<file path="src/sv/mwbrp_ram.sv">
// generic single-port ram with registered read
`timescale 1ns / 1ps
module mwbrp_ram #(
   parameter int WIDTH = 8,
   parameter int DEPTH = 256
) (
   input  logic                     clock,
   input  logic                     we,
   input  logic [$clog2(DEPTH)-1:0] addr,
   input  logic [WIDTH-1:0]         wdata,
   output logic [WIDTH-1:0]         rdata
);

   logic [WIDTH-1:0] mem_ff [DEPTH];
   logic [WIDTH-1:0] rdata_ff;

   always_ff @(posedge clock) begin
      if (we) begin
         mem_ff[addr] <= wdata;
      end
      rdata_ff <= mem_ff[addr];
   end

   assign rdata = rdata_ff;

endmodule

</file>
<file path="config.mk">
export PLATFORM = sky130hd
export DESIGN_NAME = mwbrp_ram
export DESIGN_NICKNAME = d
export VERILOG_FILES = /design/src/sv/mwbrp_ram.sv
export SDC_FILE = /design/constraint.sdc
export NUM_CORES = 2
export LEC_CHECK = 0
export BUFFER_PORTS_ARGS = -buffer_cell sky130_fd_sc_hd__buf_2
export CAP_MARGIN = 40
export CORE_MARGIN = 2
export CORE_UTILIZATION = 63
export DETAILED_ROUTE_END_ITERATION = 7
export PLACE_DENSITY = 0.83
export SYNTH_ARGS = -nofsm -noshare
export SYNTH_HDL_FRONTEND = slang
export SYNTH_SLANG_ARGS = --single-unit
</file>
<file path="constraint.sdc">
create_clock -name clock -period 2.9 [get_ports clock]
set_clock_uncertainty 0.05 [all_clocks]
set_input_delay 0.435 -clock clock [delete_from_list [all_inputs] [get_ports clock]]
set_output_delay 0.435 -clock clock [all_outputs]
set_load 0.02 [all_outputs]
</file>
; Word level (Yosys, flattened, before mapping)
; Memory sizes are Yosys's and may differ from the RTL's. A register that Yosys moved wholly into a read port is not among the register bits.
; Index checks and enable logic that the tools add are counted.
[totals]
inputBits = 18
mem_bits_rw = 2048
out_inout_bits = 8
wordCells = 3
n_memories = 1
ff_bits = 0
[memory_table]
columns = memory, words, word_bits, rd, rd_clocked_by_memory_dff, write_ports, line
row1 = mem_ff, 256, 8, 1, 1, 1, 14  ; logic [WIDTH-1:0] mem_ff [DEPTH];
[op_classes]
n_mux = 2
[ops]
columns = operator, n
row1 = 1-bit two-way mux, 2

; Longest topological paths before layout
[logic_depth]
ltp_word = 2
ltp_mapped = 10
ltp_nobuf = 5

; Worst setup path after synthesis
; No wires, ideal clock.
[synth_timing]
kind = input to register
startpoint = in addr[1]
endpoint = mem mem_ff[111][0] (enable)
required_time_ns = 2.480
setup_ns = 0.370
arrival_time_ns = 2.284
n_path_buf = 5
path_stages = 9
path_slack_ns = 0.196
path_cell_list = buf_2 clkbuf_1 clkbuf_1 nand2_1 buf_2 nor2_1 nand2_1 clkbuf_1 nor2_1
[synth_rtl]
columns = item, line
row1 = start: declaration, 9  ; input logic [$clog2(DEPTH)-1:0] addr,
row2 = end: declaration, 14
; Straight into the memory's write port.

==> impl_results.md <==
- CP peak stage delay: 0.91 ns
- EDFF count, synth: 2,048
- #FFs+latches synth: 2,056
- Area of the mapped netlist: 78,500 sq um
- Crit-path max FO: 14
- Post-Synthesis Cells: 3,547
- Final instance area: 91,000 sq um
- Max-slew headroom: 35.7%
- Worst Setup End Kind: flip-flop
- Maximum buffer depth of the clock tree: 3
- TritonCTS clock tree: built
- Clk pin slew, worst setup/hold paths: 0.07 ns
- Worst hold start: wdata[3]
- Largest net degree at the start of global routing: 105
- Post-route DRC: 0
- Final WL: 217,000 um
- Pwr per Cell Area: 667 nW/um^2
- Worst setup margin: 0.0356 ns
- CP max-delay cell: o41ai_2
- Global-route wire length before repair: 314,000 um
- Peak VDD IR: 0.000742 V
- Number of hold buffers added after CTS: 0
- H-tree Lvls: 4
- Hold Vio Cnt, Final: 0
- Final HPWL DP: 120,000 um
- Number of global-route vias before repair: 44.0k
- Port bufs: 25
- Seq/Total Area, Yosys: 78.6%
- WHS Path Cells: 1
- MaxCap Viol Count: 0
- Pins Over Slew Limit: 0
- Outcome: completed
- Fmax: 0.349 GHz
- Nets: 4,120
- CTS resizes: 0
- Most Crowded Layer GR: met2
- Post-synth top cells: edfxtp_1 (2,048), mux4_2 (512), a22oi_1 (256)
- Vias/cell: 7.26
- Met1 Resource Use GR: 45.3%
- I/O Pins: 26
- Worst skew pair latency: 0.85 ns
- Remaining global-route overflow: 0
- Area Growth Syn to Fin: 15.9%
- Ranking of synthesized cells by area: edfxtp_1 (78%), mux4_2 (15%), a22oi_1 (2.4%)
- Met2 Usage GRT: 55.5%
- Synth top area share: 78.3%
- Core footprint: 124,000 sq um
- Total die area: 127,000 sq um
- Die H: 357 um
- Final ANT Viol Nets: 0
- Synth Area per Inst: 22.1 sq um
- Die X: 357 um
- Critical path type: in2reg
- Synth cell types: 22
- Worst slack at placement: -0.604 ns
- FF-to-FF Start: mem_ff[79][2]
- Synth Net Count: 3,565
- Total CTS buffers: 191
- RSZ-0062 raised after global routing: no
- Slew @ Worst Pin: 0.953 ns
- Placement Cell Area: 84,900 sq um
- Setup violations, final: 0
- Crit share post-route: 98.8%
- Min-delay worst type: in2reg
- Crit path time final: 2.86 ns
- Post-synth ARST share: 0%
- Root Buffer: clkbuf_16
- Static Leakage: 28.9 nW
- Initial antenna violation count: 14
- Detailed Routing Iterations Pass 1: 6
- Cells on worst reg2reg path: 6
- Post-CTS setup buffers: 0
- Most frequent cell after synthesis: edfxtp_1
- Sink Count: 2,056
- Initial Util: 63.5%
- FP Rows: 129
- WL per Instance: 36.8 um
- Flop-to-flop setup slack: 0.04 ns
- GR Util met3: 9.02%
- Placer congestion estimate: 0.858
- Crit path from: addr[0]
- Share of layout cells above drive strength 1: 32.2%
- Worst EP arrival: 3.47 ns
- Vias post-DR: 42.9k
- Ys flop type: edfxtp_1
- Worst EP required: 3.51 ns
- Crit path launch type: input pin
- Iteration-0 DRC Markers: 7,772
- Crit path top cell by count: buf_12
- Synthesis Warnings: 0
- Setup TNS: 0 ns
- Crit-path cells: buf_8, buf_12, buf_12, buf_12, mux4_2, a22oi_1, a21oi_1, o41ai_2, nand4_1
- Area leader, netlist: edfxtp_1
- GRT Util Overall: 34.9%
==> stage by stage <==
stage,instances,util [%],hold slack [ns],total power [mW]
final,5900,73.6,0.102,60.7
after global routing,5896,73.6,0.107,61.8
after CTS,5894,73.5,0.0711,60.7
after detailed placement,5544,68.6,0.844,36.4
after global placement,5540,68.6,0.852,36.3
after floorplan,3547,-,0.484,34.9
==> cell usage in the layout (no fill, tap or decap), drive strengths merged <==
cell	n
nor2b	7
and2	3
nor3	30
or3	1
nand2	28
dfxtp	8
a22oi	256
edfxtp	2048
nor2	232
inv	6
nand3	13
bufinv	14
o41ai	32
clkinv	95
clkbuf	243
clkinvlp	3
mux4	512
nand2b	6
or2	2
diode	4
nand4	8
a21oi	128
buf	584
==> cell type report <==
type	count	area [sq um]
Antenna cell	4	10.0
Fill cell	6165	32700
Multi-Input combinational cell	1258	15800
Sequential cell	2056	61700
Clock inverter	117	1070
Timing Repair Buffer	594	5380
Inverter	1	3.75
Tap cell	1637	2050
Clock buffer	233	5000
==> worst paths after layout <==
path                         end
setup / recovery        rdata[4]
hold / removal    mem_ff[115][3]
setup reg to reg        rdata[2]
hold reg to reg         rdata[2]
==> cell families after synthesis <==
kind of cell,Yosys count,share of synthesized area (%)
flops,2056,78.6
mux,512,14.7
simple gates,330,1.73
buf+inv,233,1.40
compound gates,416,3.62
==> layer usage <==
| metal | up-vias | share of wire [%] |
|---|---|---|
| met3 | 880 | 14 |
| met5 | - | 0.094 |
| met4 | 20 | 6.5 |
| li1 | 16181 | - |
| met2 | 4098 | 48 |
| met1 | 21683 | 32 |
==> flip-flops by register name (all words and copies together), names as in the netlist <==
name and flops:
mem_ff 2048, rdata 8
==> worst max-delay path, delay by kind of cell <==
family	cells	cell delay [ns]
buffers and inverters	4	0.80
AOI/OAI and AO/OA	3	1.40
and+or+nand+nor	1	0.23
muxes	1	0.53
==> report_power, final <==
part / switching, mW / leakage (nW) / internal (mW) / total, mW
Combinational: 2.00 / 7.52 / 1.18 / 3.17
Clock: 11.1 / 2.95 / 13.6 / 24.7
Sequential: 0.0524 / 18.5 / 32.7 / 32.8
Total: 13.2 / 28.9 / 47.5 / 60.7
Power figures use the tool's default switching activity.
