**config.mk**
```make
export PLATFORM = sky130hd
export DESIGN_NAME = mwbrp_map
export DESIGN_NICKNAME = d
export VERILOG_FILES = /design/src/sv/mwbrp_pkg.sv /design/src/sv/mwbrp_map.sv
export SDC_FILE = /design/constraint.sdc
export NUM_CORES = 1
export LEC_CHECK = 0
export BUFFER_PORTS_ARGS = -buffer_cell sky130_fd_sc_hd__clkbuf_2
export CORE_ASPECT_RATIO = 1.5
export CORE_MARGIN = 2
export CORE_UTILIZATION = 52
export DETAILED_ROUTE_END_ITERATION = 8
export MAX_ROUTING_LAYER = met4
export PLACE_DENSITY = 0.85
export SYNTH_ARGS = -nofsm -noshare
export SYNTH_HDL_FRONTEND = slang
export SYNTH_SLANG_ARGS = --single-unit
```
**constraint.sdc**
```tcl
create_clock -name vclk -period 7
set_input_delay 0.7 -clock vclk [all_inputs]
set_output_delay 0.7 -clock vclk [all_outputs]
set_load 0.005 [all_outputs]
```
**src/sv/mwbrp_pkg.sv**
```systemverilog
// shared types and constants of the mirrored window big-endian ram port
`timescale 1ns / 1ps
package mwbrp_pkg;

   localparam int RAM_BYTES = 65536;
   localparam int ADDR_W    = $clog2(RAM_BYTES);
   localparam int SIZE_W    = 17;
   localparam int VADDR_W   = 32;
   localparam int DATA_W    = 32;
   localparam int CSR_IDX_W = 2;

   localparam logic [SIZE_W-1:0] RAM_BYTES_C = SIZE_W'(RAM_BYTES);

   localparam logic [CSR_IDX_W-1:0] CSR_RAM_SIZE      = 2'd0;
   localparam logic [CSR_IDX_W-1:0] CSR_CACHED_BASE   = 2'd1;
   localparam logic [CSR_IDX_W-1:0] CSR_UNCACHED_BASE = 2'd2;

   localparam logic [1:0] ASZ_BYTE = 2'd0;
   localparam logic [1:0] ASZ_HALF = 2'd1;
   localparam logic [1:0] ASZ_WORD = 2'd2;
   localparam logic [1:0] ASZ_NONE = 2'd3;

   localparam logic WIN_CACHED   = 1'b0;
   localparam logic WIN_UNCACHED = 1'b1;

   localparam logic CMD_READ  = 1'b0;
   localparam logic CMD_WRITE = 1'b1;

   typedef struct packed {
      logic              hit;
      logic              fits;
      logic [ADDR_W-1:0] off;
   } map_res_type;

   typedef struct packed {
      logic              we;
      logic [ADDR_W-1:0] addr;
      logic [7:0]        wdata;
   } ram_req_type;

endpackage

```
**src/sv/mwbrp_map.sv**
```systemverilog
// shared window unit: offset subtract, hit compare and end-of-ram check
`timescale 1ns / 1ps
module mwbrp_map (
   input  logic                         sel,
   input  logic [mwbrp_pkg::VADDR_W-1:0] vaddr,
   input  logic [mwbrp_pkg::VADDR_W-1:0] cached_base,
   input  logic [mwbrp_pkg::VADDR_W-1:0] uncached_base,
   input  logic [mwbrp_pkg::SIZE_W-1:0]  size,
   input  logic [2:0]                    nbytes,
   output mwbrp_pkg::map_res_type        res
);

   logic [mwbrp_pkg::VADDR_W-1:0] base;
   logic [mwbrp_pkg::VADDR_W-1:0] diff;
   logic [mwbrp_pkg::SIZE_W:0]    end_sum;

   always_comb begin
      base    = (sel == mwbrp_pkg::WIN_UNCACHED) ? uncached_base : cached_base;
      diff    = vaddr - base;
      // only meaningful on a hit, where diff is below size
      end_sum = {1'b0, diff[mwbrp_pkg::SIZE_W-1:0]} + (mwbrp_pkg::SIZE_W+1)'(nbytes);
      res.hit  = diff < mwbrp_pkg::VADDR_W'(size);
      res.fits = end_sum <= {1'b0, size};
      res.off  = diff[mwbrp_pkg::ADDR_W-1:0];
   end

endmodule

```
== Yosys cells after proc, flatten, opt, wreduce, memory -nomap -nowiden ==
Cells that the tools add are included.
Operators by class
  $add $sub $neg: 2
  magnitude comparators: 2
  mux-type cells: 1
Operators with widths (number)
  32-bit by 17-bit < comparator with 1-bit output: 1
  32-bit 2-to-1 mux: 1
  32-bit subtractor: 1
  17-bit by 3-bit adder with 18-bit output: 1
  18-bit by 17-bit <= comparator with 1-bit output: 1
Word-level totals
  output and inout bits: 18
  flip-flop bits (word level): 0
  input port bits: 117
  word-level logic and storage cells: 5

== Depth between registers and ports, before layout ==
  word-level depth: 4
  mapped depth: 22
  depth with buffers taken out: 20

== Worst setup path before layout ==
No wires, ideal clock.
  path type: input -> output
  start point: in sel
  end point: out res[16] in the netlist's numbering
  path buffers: 2
  data required time: 6300 ps
  stages: 21
  setup slack: 1526 ps
  arrival time: 4774 ps
  cell sequence: clkbuf_1 buf_1 mux2i_1 inv_1 fa_1 nor2b_4 o21bai_1 a21o_1 a21oi_1 xor2_1 and4_1 nand2_1 xnor2_1 ha_1 a21o_1 a21o_1 a21oi_1 o21ai_0 a211oi_1 o21bai_1 a32oi_1
RTL lines
  start: declaration: line mwbrp_map.sv:4  | input logic sel,
  end: declaration: line mwbrp_map.sv:10  | output mwbrp_pkg::map_res_type res

==> impl_metrics.yaml <==
yosys:
  syn_inst: 451
  avgSynthCellArea_um2: 7.485
  synth_warnings: 0
  ys_types: 68
  syn_area_mm2: 0.003376
  synth-seq-area-share: 0
  syn_nets: 637
final_layout:
  nClkBuffers: 0
  antenna_cells: 0
  fin_nets: 767
  final_common_cell: "clkbuf_2"
  area_delta_synth_final_pct: 21.76
  drive_above_1_share: 0.2763
  multiInputGateArea_mm2: 0.003197
  numSequentialCells: 0
  layout_common_cells: "clkbuf_2 (135), ha_1 (67), a21oi_1 (42)"
  fillCellCount: 585
  regArea_um2: 0
floorplan:
  die_area_mm2: 0.007166
  rows: 36
  initial_utilization: 0.5278
  die_y_um: 102.7
  io_pins: 135
  fp.dieW_um: 69.79
  design.core.area_mm2: 0.006396
power_and_ir_drop:
  cellLeakagePower_nw: 2.190
  finalPower_mw: 0.5485
  ir_drop_mv: 0.05405
  power_density_mw_per_mm2: 133.5
sta:
  fin_crit_ns: 6.060
  fin_crit_sh: 0.8657
  tightest_slew_ns: 0.6706
  finalHoldViolCount: 0
  tns_ns: 0
  maxSlewViolCount: 0
  setup_violations: 0
  rsz0062_at_grt: "false"
  fmax_ghz: 0.1650
  max_slew_margin: 0.5497
clocking:
  post_cts_resized: 0
  holdBufCountCts: 0
  postCtsSetupBuffers: 0
detailed_routing:
  dr.pass1.iters: 4
  wl_mm: 10.08
  drc: 0
  final_antenna_net_count: 0
  vias_per_cell: 5.954
  num_vias: 3900
  detail_route.iter0.violations: 141
  wl_per_cell_um: 15.39
setup_path:
  required_ns: 6.30
  arrival_ns: 5.36
  cp-start-kind: "input pin"
  critPathMaxFanout: 27
  critical_path.endpoint_type: "primary output"
  worst-setup-path-type: "input pin to primary output"
grt:
  grt_pass1_wl_mm: 16.15
  grt_use_total: 0.2755
  gr-total-overflow: 0
  grt_pass1_vias: 3815
  grt_max_degree: 28
  antenna_found_initial: 0
min_path:
  hold_path.class: "input pin to primary output"
  hold-path-endpoint: "res[0]"
  hp-start: "vaddr[0]"
  min_path_cells: 5
placed_design:
  portBuffers: 135
  place_congestion: 0.9473
  dp_hpwl_mm: 8.886
flow_run:
  drv_cap: 0
status:
  outcome: "completed"
[critical path, cell delays in order]
cell and delay, ns:
clkbuf_2 0.17, buf_4 0.45, mux2i_1 0.15, ha_1 0.47, a21oi_1 0.17, o21ai_2 0.22, nand2_1 0.12, a21boi_2 0.24
nor2_1 0.11, o21bai_1 0.14, a21oi_1 0.09, xnor2_1 0.45, ha_1 0.36, a21oi_1 0.17, o21ai_0 0.10, a31oi_1 0.14
nand3_1 0.11, a211oi_1 0.24, o211a_1 0.18, nand4_1 0.13, nor4_2 0.27, clkbuf_2 0.16
[area by class of cell]
cell class         count  area share
well taps             76     0.02314
multi-input cells    407      0.7778
inverters             36     0.03288
repair buffers       136      0.1662
[report_power, final]
group          switching, mW  leakage, nW  total [mW]  internal [mW]
clock                      0            0           0              0
sequential                 0            0           0              0
combinational          0.307         2.19       0.549          0.241
[metrics by stage]
step / cells / cell area [um^2] / hold WS (ns) / utilization / setup slack (ns)
finish: 655 / 4110 / 1.827 / 0.6426 / 0.9398
global route: 655 / 4110 / 1.883 / 0.6426 / 0.6142
CTS: 655 / 4110 / 1.835 / 0.6426 / 0.9783
detailed placement: 655 / 4110 / 1.828 / 0.6426 / 0.9652
global placement: 655 / 4110 / 1.839 / 0.6426 / 1.093
floorplan: 451 / 3376 / 1.616 / - / 1.526
[routing by layer]
metal,vias to the layer above,wire (um),share of wire,GRT usage
met1,1777,3523,0.35,0.2610
met3,45,389,0.039,0.01271
li1,1942,-,-,-
met2,136,5695,0.56,0.5670
met5,-,0,0,-
met4,0,473,0.047,0.1213
[kinds of logic after synthesis]
kind of cell    count (synthesis)  synth area share
mux                            33           0.09822
compound gates                143            0.2917
simple gates                  124            0.1938
buf+inv                        44           0.05300
xor+xnor                       38            0.1030
fa+ha+maj                      69            0.2602
[synth_stat cells, types with 5 or more instances]
cell / n / area [um^2]
nand2b_1: 6 / 37.54
nor3_1: 6 / 30.03
o21ai_0: 28 / 140.1
o211ai_1: 5 / 37.54
a211oi_1: 5 / 37.54
inv_1: 36 / 135.1
nand4_1: 10 / 62.56
mux2i_1: 32 / 320.3
a21oi_1: 42 / 210.2
a21o_1: 13 / 97.59
nand3_1: 11 / 55.05
xor2_1: 15 / 131.4
xnor2_1: 21 / 183.9
ha_1: 67 / 838.3
nand2_1: 32 / 120.1
nor2_1: 27 / 101.4
a31oi_1: 5 / 31.28
[worst max path at each step]
stage	depth (start not counted)	end	startpoint	slack, ns
after floorplan	21	res[16]	sel	1.53
after global placement	22	res[17]	sel	1.09
after detailed placement	22	res[17]	sel	0.97
after CTS	22	res[17]	sel	0.98
after global routing	22	res[17]	sel	0.61
final	22	res[17]	sel	0.94
Note: power is estimated with default switching activity, not from simulation.
