[config.mk]
export PLATFORM = sky130hd
export DESIGN_NAME = mwbrp_seq
export DESIGN_NICKNAME = d
export VERILOG_FILES = /design/src/sv/mwbrp_pkg.sv /design/src/sv/mwbrp_seq.sv
export SDC_FILE = /design/constraint.sdc
export NUM_CORES = 1
export LEC_CHECK = 0
export BUFFER_PORTS_ARGS = -buffer_cell sky130_fd_sc_hd__buf_2
export CAP_MARGIN = 20
export CORE_UTILIZATION = 54
export CTS_BUF_LIST = sky130_fd_sc_hd__clkbuf_4 sky130_fd_sc_hd__clkbuf_8
export DETAILED_ROUTE_END_ITERATION = 8
export PLACE_DENSITY = 0.88
export SLEW_MARGIN = 10
export SYNTH_ARGS = -nofsm -noshare
export SYNTH_HDL_FRONTEND = slang
export SYNTH_SLANG_ARGS = --single-unit
[constraint.sdc]
create_clock -name clock -period 4.64 [get_ports clock]
set_input_delay 0.696 -clock clock [delete_from_list [all_inputs] [get_ports clock]]
set_output_delay 0.696 -clock clock [all_outputs]
set_load 0.005 [all_outputs]
[src/sv/mwbrp_pkg.sv]
// shared types and constants of the mirrored window big-endian ram port
`timescale 1ns / 1ps
package mwbrp_pkg;

   localparam int RAM_BYTES = 65536;
   localparam int ADDR_W    = $clog2(RAM_BYTES);
   localparam int SIZE_W    = 17;
   localparam int VADDR_W   = 32;
   localparam int DATA_W    = 32;
   localparam int CSR_IDX_W = 2;

   localparam logic [SIZE_W-1:0] RAM_BYTES_C = SIZE_W'(RAM_BYTES);

   localparam logic [CSR_IDX_W-1:0] CSR_RAM_SIZE      = 2'd0;
   localparam logic [CSR_IDX_W-1:0] CSR_CACHED_BASE   = 2'd1;
   localparam logic [CSR_IDX_W-1:0] CSR_UNCACHED_BASE = 2'd2;

   localparam logic [1:0] ASZ_BYTE = 2'd0;
   localparam logic [1:0] ASZ_HALF = 2'd1;
   localparam logic [1:0] ASZ_WORD = 2'd2;
   localparam logic [1:0] ASZ_NONE = 2'd3;

   localparam logic WIN_CACHED   = 1'b0;
   localparam logic WIN_UNCACHED = 1'b1;

   localparam logic CMD_READ  = 1'b0;
   localparam logic CMD_WRITE = 1'b1;

   typedef struct packed {
      logic              hit;
      logic              fits;
      logic [ADDR_W-1:0] off;
   } map_res_type;

   typedef struct packed {
      logic              we;
      logic [ADDR_W-1:0] addr;
      logic [7:0]        wdata;
   } ram_req_type;

endpackage

[src/sv/mwbrp_seq.sv]
// access sequencer: clear pass, window lookups, byte-serial ram access, result register
`timescale 1ns / 1ps
module mwbrp_seq (
   input  logic                          clock,
   input  logic                          reset,
   input  logic                          req_valid,
   output logic                          req_ready,
   input  logic                          cmd,
   input  logic [1:0]                    access_size,
   input  logic [mwbrp_pkg::VADDR_W-1:0] vaddr,
   input  logic [mwbrp_pkg::DATA_W-1:0]  write_data,
   output logic                          map_sel,
   output logic [mwbrp_pkg::VADDR_W-1:0] map_vaddr,
   output logic [2:0]                    map_nbytes,
   input  mwbrp_pkg::map_res_type        map_res,
   output mwbrp_pkg::ram_req_type        ram_req,
   input  logic [7:0]                    ram_q,
   output logic                          rsp_valid,
   input  logic                          rsp_ready,
   output logic [mwbrp_pkg::DATA_W-1:0]  rsp_data,
   output logic                          rsp_fault
);

   typedef enum logic [2:0] {
      ST_CLEAR,
      ST_IDLE,
      ST_MAPC,
      ST_MAPU,
      ST_ACCESS,
      ST_DONE
   } state_type;

   state_type                     state_ff;
   logic [mwbrp_pkg::ADDR_W-1:0]  clr_ff;
   logic                          cmd_ff;
   logic [1:0]                    last_ff;
   logic [1:0]                    count_ff;
   logic [mwbrp_pkg::VADDR_W-1:0] vaddr_ff;
   logic [mwbrp_pkg::DATA_W-1:0]  wdata_ff;
   logic [mwbrp_pkg::DATA_W-1:0]  rdata_ff;
   logic [mwbrp_pkg::ADDR_W-1:0]  off_ff;
   logic                          fault_ff;
   logic                          rd_pend_ff;
   logic                          rsp_valid_ff;
   logic [mwbrp_pkg::DATA_W-1:0]  rsp_data_ff;
   logic                          rsp_fault_ff;

   logic [mwbrp_pkg::DATA_W-1:0]  rdata_in;
   logic                          out_free;
   logic                          accept;

   assign req_ready  = (state_ff == ST_IDLE);
   assign accept     = req_valid && req_ready;
   assign out_free   = !rsp_valid_ff || rsp_ready;
   assign map_sel    = (state_ff == ST_MAPU) ? mwbrp_pkg::WIN_UNCACHED
                                             : mwbrp_pkg::WIN_CACHED;
   assign map_vaddr  = vaddr_ff;
   assign map_nbytes = {1'b0, last_ff} + 3'd1;

   // the read issued in the previous cycle lands here
   assign rdata_in = rd_pend_ff ? {rdata_ff[mwbrp_pkg::DATA_W-9:0], ram_q} : rdata_ff;

   always_comb begin
      ram_req.we    = 1'b0;
      ram_req.addr  = off_ff + mwbrp_pkg::ADDR_W'(count_ff);
      ram_req.wdata = wdata_ff[mwbrp_pkg::DATA_W-1 -: 8];
      if (state_ff == ST_CLEAR) begin
         ram_req.we    = 1'b1;
         ram_req.addr  = clr_ff;
         ram_req.wdata = 8'd0;
      end else if (state_ff == ST_ACCESS) begin
         ram_req.we = (cmd_ff == mwbrp_pkg::CMD_WRITE);
      end
   end

   always_ff @(posedge clock) begin
      if (reset) begin
         state_ff     <= ST_CLEAR;
         clr_ff       <= '0;
         rd_pend_ff   <= 1'b0;
         rsp_valid_ff <= 1'b0;
      end else begin
         rd_pend_ff   <= (state_ff == ST_ACCESS) && (cmd_ff == mwbrp_pkg::CMD_READ);
         rdata_ff     <= accept ? '0 : rdata_in;
         // a taken result drops unless the next one is posted in the same cycle
         rsp_valid_ff <= ((state_ff == ST_DONE) && out_free) || (rsp_valid_ff && !rsp_ready);
         unique case (state_ff)
            ST_CLEAR: begin
               clr_ff <= clr_ff + mwbrp_pkg::ADDR_W'(1);
               if (clr_ff == '1) begin
                  state_ff <= ST_IDLE;
               end
            end
            ST_IDLE: begin
               if (accept) begin
                  cmd_ff   <= cmd;
                  vaddr_ff <= vaddr;
                  count_ff <= 2'd0;
                  fault_ff <= (access_size == mwbrp_pkg::ASZ_NONE);
                  state_ff <= (access_size == mwbrp_pkg::ASZ_NONE) ? ST_DONE : ST_MAPC;
                  // left-align the write bytes so the first byte sits on top
                  unique case (access_size)
                     mwbrp_pkg::ASZ_BYTE: begin
                        last_ff  <= 2'd0;
                        wdata_ff <= write_data << 24;
                     end
                     mwbrp_pkg::ASZ_HALF: begin
                        last_ff  <= 2'd1;
                        wdata_ff <= write_data << 16;
                     end
                     mwbrp_pkg::ASZ_WORD: begin
                        last_ff  <= 2'd3;
                        wdata_ff <= write_data;
                     end
                     mwbrp_pkg::ASZ_NONE: begin
                        last_ff  <= 2'd0;
                        wdata_ff <= write_data;
                     end
                  endcase
               end
            end
            ST_MAPC, ST_MAPU: begin
               if (map_res.hit) begin
                  off_ff   <= map_res.off;
                  fault_ff <= !map_res.fits;
                  state_ff <= map_res.fits ? ST_ACCESS : ST_DONE;
               end else if (state_ff == ST_MAPC) begin
                  state_ff <= ST_MAPU;
               end else begin
                  fault_ff <= 1'b1;
                  state_ff <= ST_DONE;
               end
            end
            ST_ACCESS: begin
               wdata_ff <= wdata_ff << 8;
               count_ff <= count_ff + 2'd1;
               if (count_ff == last_ff) begin
                  state_ff <= ST_DONE;
               end
            end
            ST_DONE: begin
               if (out_free) begin
                  rsp_data_ff  <= rdata_in;
                  rsp_fault_ff <= fault_ff;
                  state_ff     <= ST_IDLE;
               end
            end
            default: begin
               state_ff <= ST_IDLE;
            end
         endcase
      end
   end

   assign rsp_valid = rsp_valid_ff;
   assign rsp_data  = rsp_data_ff;
   assign rsp_fault = rsp_fault_ff;

endmodule

**After elaboration in Yosys (flattened, before gate mapping)**

Index checks and enable logic that the tools add are counted.

- Bits in registers: 172
- Input bits: 97
- Output and inout bits: 96

- Add/subtract/negate cells: 4
- Equality and inequality tests: 15
- Multiplexer cells: 24
- Bitwise logic cells: 2
- Reductions and logical operators: 22

Operators by type and width:

| operator | count |
|---|---|
| $pmux 32 s3 | 1 |
| $mux 32 | 2 |
| $pmux 32 s2 | 1 |
| $mux 24 | 1 |
| $mux 3 | 7 |
| $add 16x1->16 const B | 1 |
| $add 16x2->16 | 1 |
| $eq 16x16->1 const B | 1 |
| $pmux 3 s5 | 1 |
| $reduce_and 3->1 | 4 |
| $reduce_and 4->1 | 2 |
| $mux 1 | 7 |
| $eq 3x2->1 const B | 2 |
| $eq 3x3->1 const B | 2 |
| $ne 2x1->1 const B | 3 |
| $pmux 2 s3 | 1 |
| $reduce_or 2->1 | 3 |
| $eq 2x2->1 const B | 2 |
| $logic_and 1x1->1 | 4 |
| $pmux 2 s2 | 1 |
| $reduce_bool 2->1 | 2 |
| $add 2x1->3 const B | 1 |
| $eq 3x1->1 const B | 1 |
| $logic_not 1->1 | 3 |
| other kinds (11) | 13 |

**Depth between registers and ports, before layout**

- Depth in word-level cells: 5
- Depth in mapped cells: 8
- Gate-level depth less buffers: 7

**Worst setup path before layout**

No wires, ideal clock.

- Kind: reg-to-reg
- From: register state_ff[1]
- To: register count_ff[0] (enable)
- Setup time: 0.437 ns
- Arrival time: 3.045 ns
- Setup slack: 1.158 ns
- Cell stages (with the launch flop): 6
- Path buffers: 3
- Clock period less this slack: 3.482 ns
- Cells stage by stage: dfxtp_1 > clkbuf_1 > or3b_2 > clkbuf_1 > clkbuf_1 > a21oi_1

- Cells in the longest elaborated chain, start to end: 4

RTL lines:

| element | line | text |
|---|---|---|
| start, declared | mwbrp_seq.sv:33 | `state_type state_ff;` |
| start signal, assigned | mwbrp_seq.sv:100 | `state_ff <= (access_size == mwbrp_pkg::ASZ_NONE) ? ST_DONE : ST_MAPC;` |
| start signal, assigned | mwbrp_seq.sv:126 | `state_ff <= map_res.fits ? ST_ACCESS : ST_DONE;` |
| $eq 3x1->1 | mwbrp_seq.sv:52, mwbrp_seq.sv:87 |  |
| $logic_and 1x1->1 | mwbrp_seq.sv:53 | `assign accept = req_valid && req_ready;` |
| $ne 2x1->1 (no line) | -- |  |
| $reduce_and 3->1 (no line) (*) | -- |  |
| end signal, assigned | mwbrp_seq.sv:136 | `count_ff <= count_ff + 2'd1;` |
| end, declared | mwbrp_seq.sv:37 | `logic [1:0] count_ff;` |

Every way passes the cells marked *; elsewhere a longest branch is shown, timed or not.
A chain may end at the register's enable or synchronous reset.

==> summary.md <==
| Metric | Value |
|---|---|
| Logic pwr share | `5.0%` |
| Status | `completed` |
| Core area | `0.01335 mm2` |
| Period utilisation layout | `72.83%` |
| Power per Cell Area | `319.8 mW/mm2` |
| Gr ovfl total | `0` |
| Post-DP HPWL | `10,900 um` |
| Critical path required time | `3.94 ns` |
| Setup Fix Bufs, Post-CTS | `0` |
| Register area share after synthesis | `66.70%` |
| CTS tree | `yes` |
| Num ports | `193` |
| H-Tree Depth | `4` |
| DRC viols | `0` |
| Largest net degree at the start of global routing | `36` |
| TNS Setup | `0 ns` |
| DIE AREA | `0.01423 mm2` |
| Vias in the first global route | `5,040` |
| # fillers | `970` |
| Area Overhead vs Synth | `20.53%` |
| Synth unique cells | `43` |
| Vias per inst | `5.501` |
| Commonest cells post-synth | `edfxtp_1 (151), nand2_1 (55), nor2b_1 (42), mux2_2 (32), clkbuf_1 (23)` |
| Initial antenna violation count | `0` |
| Met3 wire length | `1203 um` |
| Wire per inst | `16.81 um` |
| Final ANT Viol Nets | `0` |
| Post-Syn Instances | `557` |
| Leak Pwr | `3.467 nW` |
| Power share of the clock group | `35.1%` |
| Worst setup EP type | `output pin` |
| Die Span X | `119.3 um` |
| Syn Area/Cell | `13.34 um2` |
| Mapped Area | `0.007428 mm2` |
| Row cnt | `42` |
| Final hold vios | `0` |
| Top_reg_cell synth | `edfxtp_1` |
| Top-area cell type share of the netlist area | `61.04%` |
| Gr usage total | `22.94%` |
| Synthesized Nets | `664` |
| RSZ-0062 raised after global routing | `no` |
| YS warnings | `0` |
| Pint | `2.268 mW` |
| Register bit total from synthesis | `172` |
| First-pass GRT wire length | `24,960 um` |
| Hold-fix buffers, CTS | `0` |
| Critical path peak fanout | `4` |
| Net count reported at finish | `850` |
| Worst-Skew Late Latency | `0.45 ns` |
| Clock transition at the registers of the reported paths | `0.09 ns` |
| Max_cap viols | `0` |
| CTS root buffer | `clkbuf_8` |
| Kind of critical path | `reg -> out` |
| Min Clock Period, post-route | `3.379 ns` |
| Post-Route WL | `15,670 um` |
| First-pass DRT Iterations | `5` |
| Max layer used | `met4` |
| Worst Max-Slew Pin Slew | `1.058 ns` |
| Switching part of the total power | `20.80%` |
| # diodes | `0` |
| Initial Utilization | `55.65%` |
| Setup violators final | `0` |
| Final Skew | `0.01092 ns` |
| Layout cells sized above 1 | `35.71%` |
| Max Fclk | `295.9 MHz` |
| WL met2 | `7802 um` |
| Yosys top cell by area | `edfxtp_1` |
| Sequential share of power | `59.8%` |
| Iteration-0 DRC Markers | `555` |
| RD Place Congestion | `0.8766` |
| Slew Limit Fails | `0` |
| Vias | `5,127` |
| Final core utilization | `67.08%` |
| WHS | `0.4181 ns` |
| Hold crit path type | `in -> reg` |
| Critical Path AT | `2.68 ns` |
| Top-count cell post-synth | `edfxtp_1` |
| Psw | `0.5957 mW` |
| Post-synth EDFFs | `151` |
| CTS Buf Count | `17` |
| Post_cts resized | `0` |
| Startpoint types | `flip-flop` |
| Max VDD drop | `0.2131 mV` |
| Die height | `119.3 um` |
| Worst rel slew slack | `29.31%` |
| Async S/R FF share, synth | `0%` |
| Met1 wire length | `6442 um` |
| Clk buf depth | `2` |
| Clock sink count | `172` |
| Synth top area cells | `edfxtp_1 (61%), dfxtp_1 (5.7%), mux2_2 (4.9%)` |
| IO buf count | `192` |
## critical path: stages (launching register included)
cell and delay, ns:
edfxtp_1 0.43, ha_1 0.20, inv_1 0.05, fa_1 0.45, and3b_1 0.33, nand2_1 0.09
or4_1 0.46, nand3_1 0.10, buf_2 0.12
## power by group through the flow
stage          combinational (mW)  clock, mW  sequential [mW]
6_report                    0.144       1.01             1.71
3_3_place_gp                0.135          0             1.75
2_1_floorplan              0.0768          0             1.74
4_1_cts                     0.144       1.03             1.71
5_1_grt                     0.160       1.10             1.71
3_5_place_dp                0.143          0             1.75
## state kept, by name (all words and copies together), names as in the netlist
signal,flops
clr_ff,16
rdata_ff,32
count_ff,2
fault_ff,1
rd_pend_ff,1
map_vaddr,32
state_ff,3
last_ff,2
rsp_data,32
rsp_fault,1
wdata_ff,32
rsp_valid,1
off_ff,16
cmd_ff,1
## cell usage in the layout (no fill, tap or decap), types with 5 or more instances in the layout
cell,n
buf_2,192
edfxtp_1,151
nand2_1,55
nor2b_1,42
mux2_2,32
nand3_1,21
dfxtp_1,21
nor2_1,17
clkbuf_8,17
a22o_1,16
xor2_1,14
o21ai_0,14
a21oi_1,14
and2_1,13
and3_1,13
o31ai_1,12
inv_1,11
nand4_1,11
xnor2_1,10
ha_1,9
a221oi_1,8
or4_1,5
buf_4,5
## stage by stage
step | worst slack (ns) | cells | cell area [um2] | total power, mW
6_report | 1.261 | 932 | 8954 | 2.864
5_1_grt | 1.075 | 932 | 8954 | 2.974
4_1_cts | 1.214 | 931 | 8939 | 2.890
3_5_place_dp | 1.719 | 899 | 8558 | 1.891
3_3_place_gp | 1.801 | 899 | 8558 | 1.881
2_1_floorplan | 1.158 | 557 | 7428 | 1.821
## worst paths after layout
path / start / cells past startpoint / slack (ns) / end
min: vaddr[7] / 1 / 0.42 / map_vaddr[7]$_DFFE_PP_
min reg2reg: fault_ff$_DFFE_PP_ / 0 / 0.43 / rsp_fault$_DFFE_PP_
max reg2reg: state_ff[2]$_SDFFE_PP0P_ / 2 / 1.99 / wdata_ff[26]$_DFFE_PP_
max: count_ff[0]$_SDFFCE_PN0P_ / 8 / 1.26 / ram_req[22]
## cells by family (layout without fill, tap and decap cells)
group,after synthesis,count (layout),share of synthesized area [%]
AOI/OAI and AO/OA,75,75,7.091
xor gates and xnor gates,24,24,2.830
and+or+nand+nor,200,200,14.33
muxes,34,34,5.121
DFF,172,172,66.70
buffers and inverters,42,241,2.139
adders and majority gates,10,10,1.785
## metal layers
layer | vias up | global-route usage [%]
met2 | 270 | 37.46
met1 | 2393 | 29.27
met4 | 0 | 8.070
met3 | 23 | 6.466
li1 | 2441 | -
met5 | - | 0
## area by class of cell
type	instances	area, um2	area share, %
Timing Repair Buffer	198	1013	11.32
Clock inverter	12	123.9	1.383
Sequential cell	172	4955	55.34
Inverter	11	41.29	0.4612
Clock buffer	20	256.5	2.865
Tap cell	176	220.2	2.459
Multi-Input combinational cell	343	2344	26.17
Power figures use the tool's default switching activity.
